[src/rtl/tmr_pkg.sv]
package tmr_pkg;

  localparam int TIMER_SLOTS = 16;
  localparam int SLOT_W      = 4;
  localparam int DATA_W      = 32;
  localparam int CNT_W       = 6;
  localparam int CFG_AW      = 3;
  localparam int RECIP_W     = 29;
  localparam int MS_SHIFT    = 38;

  localparam logic [DATA_W-1:0] TICK_RESET_US = 32'd1000;
  localparam logic [DATA_W-1:0] US_PER_MS     = 32'd1000;
  // ceil(2^38 / 1000), exact floor division by 1000 for any 32-bit value
  localparam logic [RECIP_W-1:0] MS_RECIP     = 29'd274877907;
  localparam logic [CNT_W-1:0]  DIV_STEPS     = 6'd32;

  localparam logic [1:0] CMD_CREATE  = 2'd0;
  localparam logic [1:0] CMD_REMOVE  = 2'd1;
  localparam logic [1:0] CMD_TICK    = 2'd2;
  localparam logic [1:0] CMD_SERVICE = 2'd3;

  localparam logic [1:0] KIND_CREATE = 2'd0;
  localparam logic [1:0] KIND_REMOVE = 2'd1;
  localparam logic [1:0] KIND_EXPIRY = 2'd2;
  localparam logic [1:0] KIND_DONE   = 2'd3;

  localparam logic [0:0] REG_TICK_PERIOD = 1'b0;

  typedef struct packed {
    logic [1:0]        cmd;
    logic [SLOT_W-1:0] slot;
    logic              oneshot;
    logic [DATA_W-1:0] delay_ms;
  } in_item_t;

  typedef struct packed {
    logic [1:0]        kind;
    logic [SLOT_W-1:0] slot_out;
    logic              ok;
    logic              last;
  } out_item_t;

  typedef enum logic [3:0] {
    ST_IDLE,
    ST_DIV_TP,
    ST_DIV_DLY,
    ST_CREATE,
    ST_REMOVE,
    ST_TICK_RD,
    ST_TICK_WR,
    ST_SRV_RD,
    ST_SRV_CHK,
    ST_SRV_DONE
  } state_t;

  typedef struct packed {
    logic latch;
    logic div_tp;
    logic div_dly;
    logic idx_clr;
    logic idx_inc;
    logic create_wr;
    logic remove_do;
    logic tick_wr;
    logic srv_chk;
    logic srv_done;
  } dp_cmd_t;

  typedef struct packed {
    logic div_done;
    logic idx_last;
  } dp_sts_t;

endpackage

[src/rtl/multi_slot_software_timer.sv]
// per item: create scales the tick period by reciprocal multiplication, then runs a
// 32-step division of its delay before its beat; remove does no division; service walks
// all slots to done; tick gives no beat and holds busy while it rewrites all 16 counters
// throughput: one item at a time, busy high until its last beat or its tick walk is done
// the rate is set by the one-bit-per-cycle divider and the single counter ram read port
// reset: synchronous active-low rst_n clears slot flags and control, sets tick period (1000)
module multi_slot_software_timer import tmr_pkg::*; (
  input  logic              clk,
  input  logic              rst_n,
  // command channel
  input  logic              start,
  output logic              busy,
  input  in_item_t          in_item,
  // result channel, one-cycle strobes, the receiver cannot stall
  output logic              out_valid,
  output out_item_t         out_item,
  // configuration port
  input  logic              psel,
  input  logic              penable,
  input  logic              pwrite,
  input  logic [CFG_AW-1:0] paddr,
  input  logic [DATA_W-1:0] pwdata,
  output logic [DATA_W-1:0] prdata,
  output logic              pready
);

  logic [DATA_W-1:0] tick_period_r;
  logic              cfg_wr;
  dp_cmd_t           dp_cmd;
  dp_sts_t           dp_sts;

  // register index is the word address; only the tick period exists
  assign cfg_wr = psel && penable && pwrite && (paddr[CFG_AW-1] == REG_TICK_PERIOD);
  assign pready = 1'b1;
  assign prdata = (paddr[CFG_AW-1] == REG_TICK_PERIOD) ? tick_period_r : '0;

  always_ff @(posedge clk) begin
    if (!rst_n) begin
      tick_period_r <= TICK_RESET_US;
    end else if (cfg_wr) begin
      tick_period_r <= pwdata;
    end
  end

  // sequencer: one state per phase of create, remove, tick walk, service walk
  tmr_ctrl u_ctrl (
    .clk    (clk),
    .rst_n  (rst_n),
    .start  (start),
    .in_cmd (in_item.cmd),
    .sts    (dp_sts),
    .busy   (busy),
    .cmd    (dp_cmd)
  );

  // slot table, counter and reload memories, divider, result register
  tmr_dp u_dp (
    .clk         (clk),
    .rst_n       (rst_n),
    .in_item     (in_item),
    .tick_period (tick_period_r),
    .cmd         (dp_cmd),
    .sts         (dp_sts),
    .out_valid   (out_valid),
    .out_item    (out_item)
  );

  // a new item only starts from an accepted command
  a_busy_from_start: assert property (@(posedge clk) disable iff (!rst_n)
    $rose(busy) |-> $past(start))
    else $error("busy rose without a command");

  // the final beat of an item is issued as the block goes idle
  a_last_idle: assert property (@(posedge clk) disable iff (!rst_n)
    out_valid && out_item.last |-> !busy)
    else $error("last beat while still busy");

  // expiry events only appear inside a running service walk
  a_expiry_busy: assert property (@(posedge clk) disable iff (!rst_n)
    out_valid && !out_item.last |-> busy && (out_item.kind == KIND_EXPIRY))
    else $error("stray non-final beat");

endmodule

[src/rtl/tmr_ram.sv]
module tmr_ram #(
  parameter int WIDTH = 32,
  parameter int DEPTH = 16
) (
  input  logic                     clk,
  input  logic                     we,
  input  logic [$clog2(DEPTH)-1:0] waddr,
  input  logic [WIDTH-1:0]         wdata,
  input  logic [$clog2(DEPTH)-1:0] raddr,
  output logic [WIDTH-1:0]         rdata
);

  logic [WIDTH-1:0] mem_r [DEPTH];
  logic [WIDTH-1:0] rdata_r;

  always_ff @(posedge clk) begin
    if (we) begin
      mem_r[waddr] <= wdata;
    end
    rdata_r <= mem_r[raddr];
  end

  assign rdata = rdata_r;

endmodule

[src/rtl/tmr_ctrl.sv]
module tmr_ctrl import tmr_pkg::*; (
  input  logic       clk,
  input  logic       rst_n,
  input  logic       start,
  input  logic [1:0] in_cmd,
  input  dp_sts_t    sts,
  output logic       busy,
  output dp_cmd_t    cmd
);

  state_t state_r, state_nxt;
  logic   accept;

  assign accept = start && (state_r == ST_IDLE);
  assign busy   = (state_r != ST_IDLE);

  always_ff @(posedge clk) begin
    if (!rst_n) begin
      state_r <= ST_IDLE;
    end else begin
      state_r <= state_nxt;
    end
  end

  // next state
  always_comb begin
    state_nxt = state_r;
    case (state_r)
      ST_IDLE: begin
        if (start) begin
          case (in_cmd)
            CMD_CREATE: state_nxt = ST_DIV_TP;
            CMD_REMOVE: state_nxt = ST_REMOVE;
            CMD_TICK:   state_nxt = ST_TICK_RD;
            default:    state_nxt = ST_SRV_RD;
          endcase
        end
      end
      ST_DIV_TP:   state_nxt = ST_DIV_DLY;
      ST_DIV_DLY:  if (sts.div_done) state_nxt = ST_CREATE;
      ST_CREATE:   state_nxt = ST_IDLE;
      ST_REMOVE:   state_nxt = ST_IDLE;
      ST_TICK_RD:  state_nxt = ST_TICK_WR;
      ST_TICK_WR:  state_nxt = sts.idx_last ? ST_IDLE : ST_TICK_RD;
      ST_SRV_RD:   state_nxt = ST_SRV_CHK;
      ST_SRV_CHK:  state_nxt = sts.idx_last ? ST_SRV_DONE : ST_SRV_RD;
      ST_SRV_DONE: state_nxt = ST_IDLE;
      default:     state_nxt = ST_IDLE;
    endcase
  end

  // datapath commands
  always_comb begin
    cmd         = '0;
    cmd.latch   = accept;
    cmd.idx_clr = accept;
    cmd.div_tp  = accept && (in_cmd == CMD_CREATE);
    case (state_r)
      ST_DIV_TP:   cmd.div_dly   = 1'b1;
      ST_CREATE:   cmd.create_wr = 1'b1;
      ST_REMOVE:   cmd.remove_do = 1'b1;
      ST_TICK_WR: begin
        cmd.tick_wr = 1'b1;
        cmd.idx_inc = 1'b1;
      end
      ST_SRV_CHK: begin
        cmd.srv_chk = 1'b1;
        cmd.idx_inc = 1'b1;
      end
      ST_SRV_DONE: cmd.srv_done = 1'b1;
      default: ;
    endcase
  end

endmodule

[src/rtl/tmr_dp.sv]
module tmr_dp import tmr_pkg::*; (
  input  logic              clk,
  input  logic              rst_n,
  input  in_item_t          in_item,
  input  logic [DATA_W-1:0] tick_period,
  input  dp_cmd_t           cmd,
  output dp_sts_t           sts,
  output logic              out_valid,
  output out_item_t         out_item
);

  in_item_t                 item_r;
  logic [TIMER_SLOTS-1:0]   active_r, active_nxt;
  logic [TIMER_SLOTS-1:0]   oneshot_r, oneshot_nxt;
  logic [SLOT_W-1:0]        idx_r;

  // tick period in whole milliseconds by reciprocal multiplication
  logic [DATA_W+RECIP_W-1:0] tp_prod;
  logic [DATA_W-1:0]         tp_ms, tp_ms_r;

  // shift-subtract divider, one quotient bit a cycle
  logic [DATA_W-1:0]        rem_r, quo_r, dsr_r;
  logic [CNT_W-1:0]         dcnt_r;
  logic [DATA_W:0]          shifted, diff;
  logic                     fits;

  logic [DATA_W-1:0]        cnt_rd, rld_rd;
  logic                     cnt_we;
  logic [SLOT_W-1:0]        cnt_waddr;
  logic [DATA_W-1:0]        cnt_wdata;
  logic                     inrange, hit;

  logic                     out_valid_r, out_valid_nxt;
  out_item_t                out_r, out_nxt;

  assign inrange = ({1'b0, item_r.slot} < (SLOT_W+1)'(TIMER_SLOTS));
  assign hit     = active_r[idx_r] && (cnt_rd == '0);

  assign tp_prod = {{RECIP_W{1'b0}}, tick_period} * {{DATA_W{1'b0}}, MS_RECIP};
  assign tp_ms   = DATA_W'(tp_prod[DATA_W+RECIP_W-1:MS_SHIFT]);

  assign shifted = {rem_r, quo_r[DATA_W-1]};
  assign diff    = shifted - {1'b0, dsr_r};
  assign fits    = !diff[DATA_W];

  assign sts.div_done = (dcnt_r == '0);
  assign sts.idx_last = (idx_r == SLOT_W'(TIMER_SLOTS - 1));

  always_ff @(posedge clk) begin
    if (cmd.latch) begin
      item_r <= in_item;
    end
    if (cmd.div_tp) begin
      tp_ms_r <= tp_ms;
    end
    if (cmd.div_dly) begin
      // divisor clamped to one for a tick below a millisecond
      rem_r <= '0;
      quo_r <= item_r.delay_ms;
      dsr_r <= (tp_ms_r == '0) ? DATA_W'(1) : tp_ms_r;
    end else if (dcnt_r != '0) begin
      rem_r <= fits ? diff[DATA_W-1:0] : shifted[DATA_W-1:0];
      quo_r <= {quo_r[DATA_W-2:0], fits};
    end
  end

  always_ff @(posedge clk) begin
    if (!rst_n) begin
      dcnt_r      <= '0;
      idx_r       <= '0;
      active_r    <= '0;
      oneshot_r   <= '0;
      out_valid_r <= 1'b0;
    end else begin
      if (cmd.div_dly) begin
        dcnt_r <= DIV_STEPS;
      end else if (dcnt_r != '0) begin
        dcnt_r <= dcnt_r - CNT_W'(1);
      end
      if (cmd.idx_clr) begin
        idx_r <= '0;
      end else if (cmd.idx_inc) begin
        idx_r <= idx_r + SLOT_W'(1);
      end
      active_r    <= active_nxt;
      oneshot_r   <= oneshot_nxt;
      out_valid_r <= out_valid_nxt;
    end
  end

  always_ff @(posedge clk) begin
    out_r <= out_nxt;
  end

  // slot flags
  always_comb begin
    active_nxt  = active_r;
    oneshot_nxt = oneshot_r;
    if (cmd.create_wr && inrange) begin
      active_nxt[item_r.slot]  = 1'b1;
      oneshot_nxt[item_r.slot] = item_r.oneshot;
    end
    if (cmd.remove_do && inrange) begin
      active_nxt[item_r.slot] = 1'b0;
    end
    if (cmd.srv_chk && hit && oneshot_r[idx_r]) begin
      active_nxt[idx_r] = 1'b0;
    end
  end

  // counter memory write port
  always_comb begin
    cnt_we    = 1'b0;
    cnt_waddr = idx_r;
    cnt_wdata = rld_rd;
    if (cmd.create_wr) begin
      cnt_we    = inrange;
      cnt_waddr = item_r.slot;
      cnt_wdata = quo_r;
    end else if (cmd.tick_wr) begin
      cnt_we    = active_r[idx_r] && (cnt_rd != '0);
      cnt_wdata = cnt_rd - DATA_W'(1);
    end else if (cmd.srv_chk) begin
      cnt_we    = hit;
    end
  end

  // result beat
  always_comb begin
    out_valid_nxt = 1'b0;
    out_nxt       = '0;
    if (cmd.create_wr) begin
      out_valid_nxt    = 1'b1;
      out_nxt.kind     = KIND_CREATE;
      out_nxt.slot_out = item_r.slot;
      out_nxt.ok       = inrange;
      out_nxt.last     = 1'b1;
    end else if (cmd.remove_do) begin
      out_valid_nxt    = 1'b1;
      out_nxt.kind     = KIND_REMOVE;
      out_nxt.slot_out = item_r.slot;
      out_nxt.ok       = inrange && active_r[item_r.slot];
      out_nxt.last     = 1'b1;
    end else if (cmd.srv_chk && hit) begin
      out_valid_nxt    = 1'b1;
      out_nxt.kind     = KIND_EXPIRY;
      out_nxt.slot_out = idx_r;
    end else if (cmd.srv_done) begin
      out_valid_nxt    = 1'b1;
      out_nxt.kind     = KIND_DONE;
      out_nxt.last     = 1'b1;
    end
  end

  tmr_ram #(.WIDTH(DATA_W), .DEPTH(TIMER_SLOTS)) u_cnt_ram (
    .clk   (clk),
    .we    (cnt_we),
    .waddr (cnt_waddr),
    .wdata (cnt_wdata),
    .raddr (idx_r),
    .rdata (cnt_rd)
  );

  tmr_ram #(.WIDTH(DATA_W), .DEPTH(TIMER_SLOTS)) u_rld_ram (
    .clk   (clk),
    .we    (cmd.create_wr && inrange),
    .waddr (item_r.slot),
    .wdata (quo_r),
    .raddr (idx_r),
    .rdata (rld_rd)
  );

  assign out_valid = out_valid_r;
  assign out_item  = out_r;

endmodule

[config.mk]
export PLATFORM = sky130hd
export DESIGN_NAME = multi_slot_software_timer
export DESIGN_NICKNAME = d
export VERILOG_FILES = /design/src/rtl/tmr_pkg.sv /design/src/rtl/multi_slot_software_timer.sv /design/src/rtl/tmr_ram.sv /design/src/rtl/tmr_ctrl.sv /design/src/rtl/tmr_dp.sv
export SDC_FILE = /design/constraint.sdc
export NUM_CORES = 2
export LEC_CHECK = 0
export BUFFER_PORTS_ARGS = -buffer_cell sky130_fd_sc_hd__buf_2
export CAP_MARGIN = 10
export CORE_MARGIN = 3
export CORE_UTILIZATION = 54
export CTS_CLUSTER_DIAMETER = 50
export DETAILED_ROUTE_END_ITERATION = 12
export PLACE_DENSITY = 0.7
export SLEW_MARGIN = 20
export SYNTH_ARGS = -nofsm -noshare
export SYNTH_HDL_FRONTEND = slang
export SYNTH_SLANG_ARGS = --single-unit
[constraint.sdc]
create_clock -name clk -period 7.5 [get_ports clk]
set_input_delay 1.5 -clock clk [delete_from_list [all_inputs] [get_ports clk]]
set_output_delay 1.5 -clock clk [all_outputs]
set_load 0.1 [all_outputs]
==> results.md <==
- Sw frac: about 30%
- Routed WL: roughly 160,000 microns
- Ys Warns: 0
- FF+latch count, synth: 1,322
- EDFF count, synth: ~1,100
- H-tree depth: 4
- Sequential area share after synthesis: between 50% and 60%
- Sum Neg Setup Slack: 0 ps
- Avg Synthesized Cell Area: between 15 and 20 sq um
- Max Cap Viol: 0
- DP HPWL: just over 100,000 microns
- Initial core utilization: between 50% and 60%
- CP required: about 8100 ps
- Worst-Margin Slew: roughly 1100 ps
- Gr usage total: about 26%
- Largest net degree at the start of global routing: roughly 130
- Num rows: 127
- Critical Path Fanout Max: 6
- GP Congestion: roughly 0.90
- Endpoints failing setup: 0
- 1st-iter DRT viols: 3,943
- Gate Count Post-Synth: roughly 4,300
- Router iterations before antenna repair: 6
- IO Port Bufs: around 120
- Final core utilization: between 60% and 70%
- First-pass GRT wire length: between 200,000 and 250,000 microns
- Period utilisation layout: between 90% and 100%
- Cell Pwr Density: between 200 and 300 nW/um^2
- Worst-skew pair later-pin latency: 780 ps
- Max clock buf depth: 3
- Vias: between 30,000 and 40,000
- Tmin final: 7310 ps
- Peak Freq: 0.137 GHz
- DIE AREA: 127,000 sq um
- CP Capture Type: flop
- Slew Limit Headroom: 24.9%
- Worst VDD drop: approximately 0.24 mV
- # IOs: 123
- Power Total: ~22 mW
- Pleak: ~29 nW
- Internal: around 15 mW
- Clock root cell: clkbuf_16
- Via density: 5.88
- Post-synth ARST share: 0%
- P&R area growth vs syn: 13.2%
- Worst Clk Skew: 30.8 ps
- Status: finished clean
- Cell variety after synth: 76
- DRC Markers: 0
- Die height: 356 microns
- WL/cell: ~25 microns
- Core Box Area: around 120,000 sq um
- Sequential share of power: 44.2%
- Clock transition at path regs: ~50 ps
- Number of buffers created by CTS: 146
- Part of the power in the clock network: between 30% and 40%
- Count of final max-slew check failures: 0
- Net Count, Synth: 5,144
- Post-Place Setup Slack: about 170 ps
- CTS Sinks: between 1,000 and 1,500
- Critical path arrival: 7930 ps
- Final Hold Vio Count: 0
- Combinational share of power: a little under a quarter
- Vias in the first global route: 38,287
- Final #Nets: 5,422
- Class of the worst hold path: flop to flop
- Worst setup SP type: flop
- DP Cell Count: about 6,000
- Antenna viol nets, final: 0
- Total congestion overflow: 0
- Initial antenna violation count: 7
- Die width: roughly 360 microns
- CTS tree: done
- Switch Pwr: between 6 and 7 mW
- Layout cell share with drive strength beyond 1: approximately a fifth
- Mapped Area: ~66,000 sq um
- Hold_buf cts: 0
- Cell Count, Final, Fillers Out: ~6,400
- Crit path kind: flop to flop
- Final WS setup: 186 ps
- Top FF cell, synth: edfxtp_1
[power groups by stage]
stage	Sequential (mW)	Clock (mW)	Combinational, mW
2_1_floorplan	9.57	0	3.42
3_3_place_gp	9.76	0	4.78
3_5_place_dp	9.80	0	4.88
4_1_cts	9.65	7.32	4.92
5_1_grt	9.74	7.60	5.63
6_report	9.67	7.21	4.97
[metal layers]
layer	share of wire, %	GRT usage (%)	vias to the layer above
met2	46	39.7	1526
met5	0	0	-
li1	-	-	16497
met1	42	37.0	19157
met4	2.6	7.88	0
met3	9.1	6.31	233
[final cells by class]
class,instances,area [sq um]
flip-flops and latches,1322,37900
repair buffers,311,2120
clock buffers,197,4070
inverters,577,2170
fillers,8914,46000
diodes,4,10.0
multi-input cells,2268,25700
well taps,1612,2020
clock inverters,74,826
[stage by stage]
stage | hold slack, ps | cell area (sq um)
floorplan | 448 | 66100
global placement | 434 | 69800
detailed placement | 439 | 69800
CTS | 439 | 74700
global route | 467 | 74800
finish | 443 | 74800
[cells in the mapped netlist, types with 19 or more instances]
| cell type | count | share of area (%) |
|---|---|---|
| mux4_2 | 334 | 11 |
| or3_1 | 22 | 0.21 |
| a21boi_0 | 37 | 0.42 |
| clkbuf_1 | 150 | 0.85 |
| dfxtp_1 | 183 | 5.5 |
| nor2b_1 | 28 | 0.26 |
| a31oi_1 | 19 | 0.18 |
| inv_1 | 576 | 3.3 |
| nor3_1 | 44 | 0.33 |
| nand2_1 | 282 | 1.6 |
| edfxtp_1 | 1139 | 52 |
| xor2_1 | 29 | 0.38 |
| xnor2_1 | 42 | 0.56 |
| o21ai_0 | 120 | 0.91 |
| nand3_1 | 35 | 0.26 |
| buf_1 | 27 | 0.15 |
| a21oi_1 | 176 | 1.3 |
| nor2_1 | 162 | 0.92 |
| fa_1 | 299 | 9.1 |
| ha_1 | 417 | 7.9 |
| a21o_1 | 29 | 0.33 |
[flip-flops by register name, summed over array words and instances, names as in the netlist, 32 cells and up]
register / flops
u_dp.item_r: 37
tick_period_r: 32
u_dp.u_rld_ram.rdata: 32
u_dp.u_rld_ram.mem_r: 512
u_dp.rem_r: 32
u_dp.quo_r: 32
u_dp.u_cnt_ram.mem_r: 512
u_dp.u_cnt_ram.rdata: 32
[kinds of logic (layout without fill, tap and decap cells)]
kind of cell             count (synthesis)  in the layout  synth area share [%]
multiplexers                           343            343                  11.5
XOR/XNOR                                71             71                 0.941
other                                    1              5               0.00567
buffers and inverters                  758           1159                  4.31
flip-flops                            1322           1322                  57.3
AND/OR/NAND/NOR                        655            655                  4.51
AO/OA/AOI/OAI                          482            482                  4.49
adder cells (fa/ha/maj)                716            716                  16.9
[placed cells by master (no fill, tap or decap), drive strengths merged, types with 42 or more instances in the layout]
cell type | synthesis | routed
fa | 299 | 299
buf | 31 | 311
ha | 417 | 417
edfxtp | 1139 | 1139
inv | 577 | 591
nand2 | 283 | 283
mux4 | 334 | 334
nor2 | 162 | 162
nor3 | 44 | 44
a21oi | 178 | 178
xnor2 | 42 | 42
clkbuf | 150 | 197
o21ai | 120 | 120
dfxtp | 183 | 183
[worst max-delay path, cell delays in order, from the launching register on]
cell	delay, ps
dfxtp_2	390
buf_4	200
ha_1	280
fa_1	390
fa_1	490
inv_1	50
fa_1	490
inv_1	60
fa_1	480
fa_1	460
fa_1	520
inv_1	50
fa_1	470
inv_1	40
ha_2	380
nand4_1	220
nor3_2	290
a311oi_1	140
buf_4	190
o21ai_1	140
buf_4	160
a221o_1	230
a41oi_2	130
buf_4	180
or4b_2	620
nand3_1	100
[timing repair]
| item | CTS | global route |
|---|---|---|
| gates resized for setup | 0 | 29 |
| setup endpoints to repair | 0 | 11 |
| setup buffers | 0 | 1 |
[worst paths after layout]
kind / start / end / slack, ps / cells past startpoint
hold / removal: u_dp.tp_ms_r[13] / u_dp.dsr_r[13] / 440 / 0
hold reg to reg: u_dp.tp_ms_r[13] / u_dp.dsr_r[13] / 440 / 0
setup reg to reg: tick_period_r[17] / u_dp.tp_ms_r[18] / 190 / 25
setup / recovery: tick_period_r[17] / u_dp.tp_ms_r[18] / 190 / 25
No activity file was read; power rests on OpenSTA's default activity.
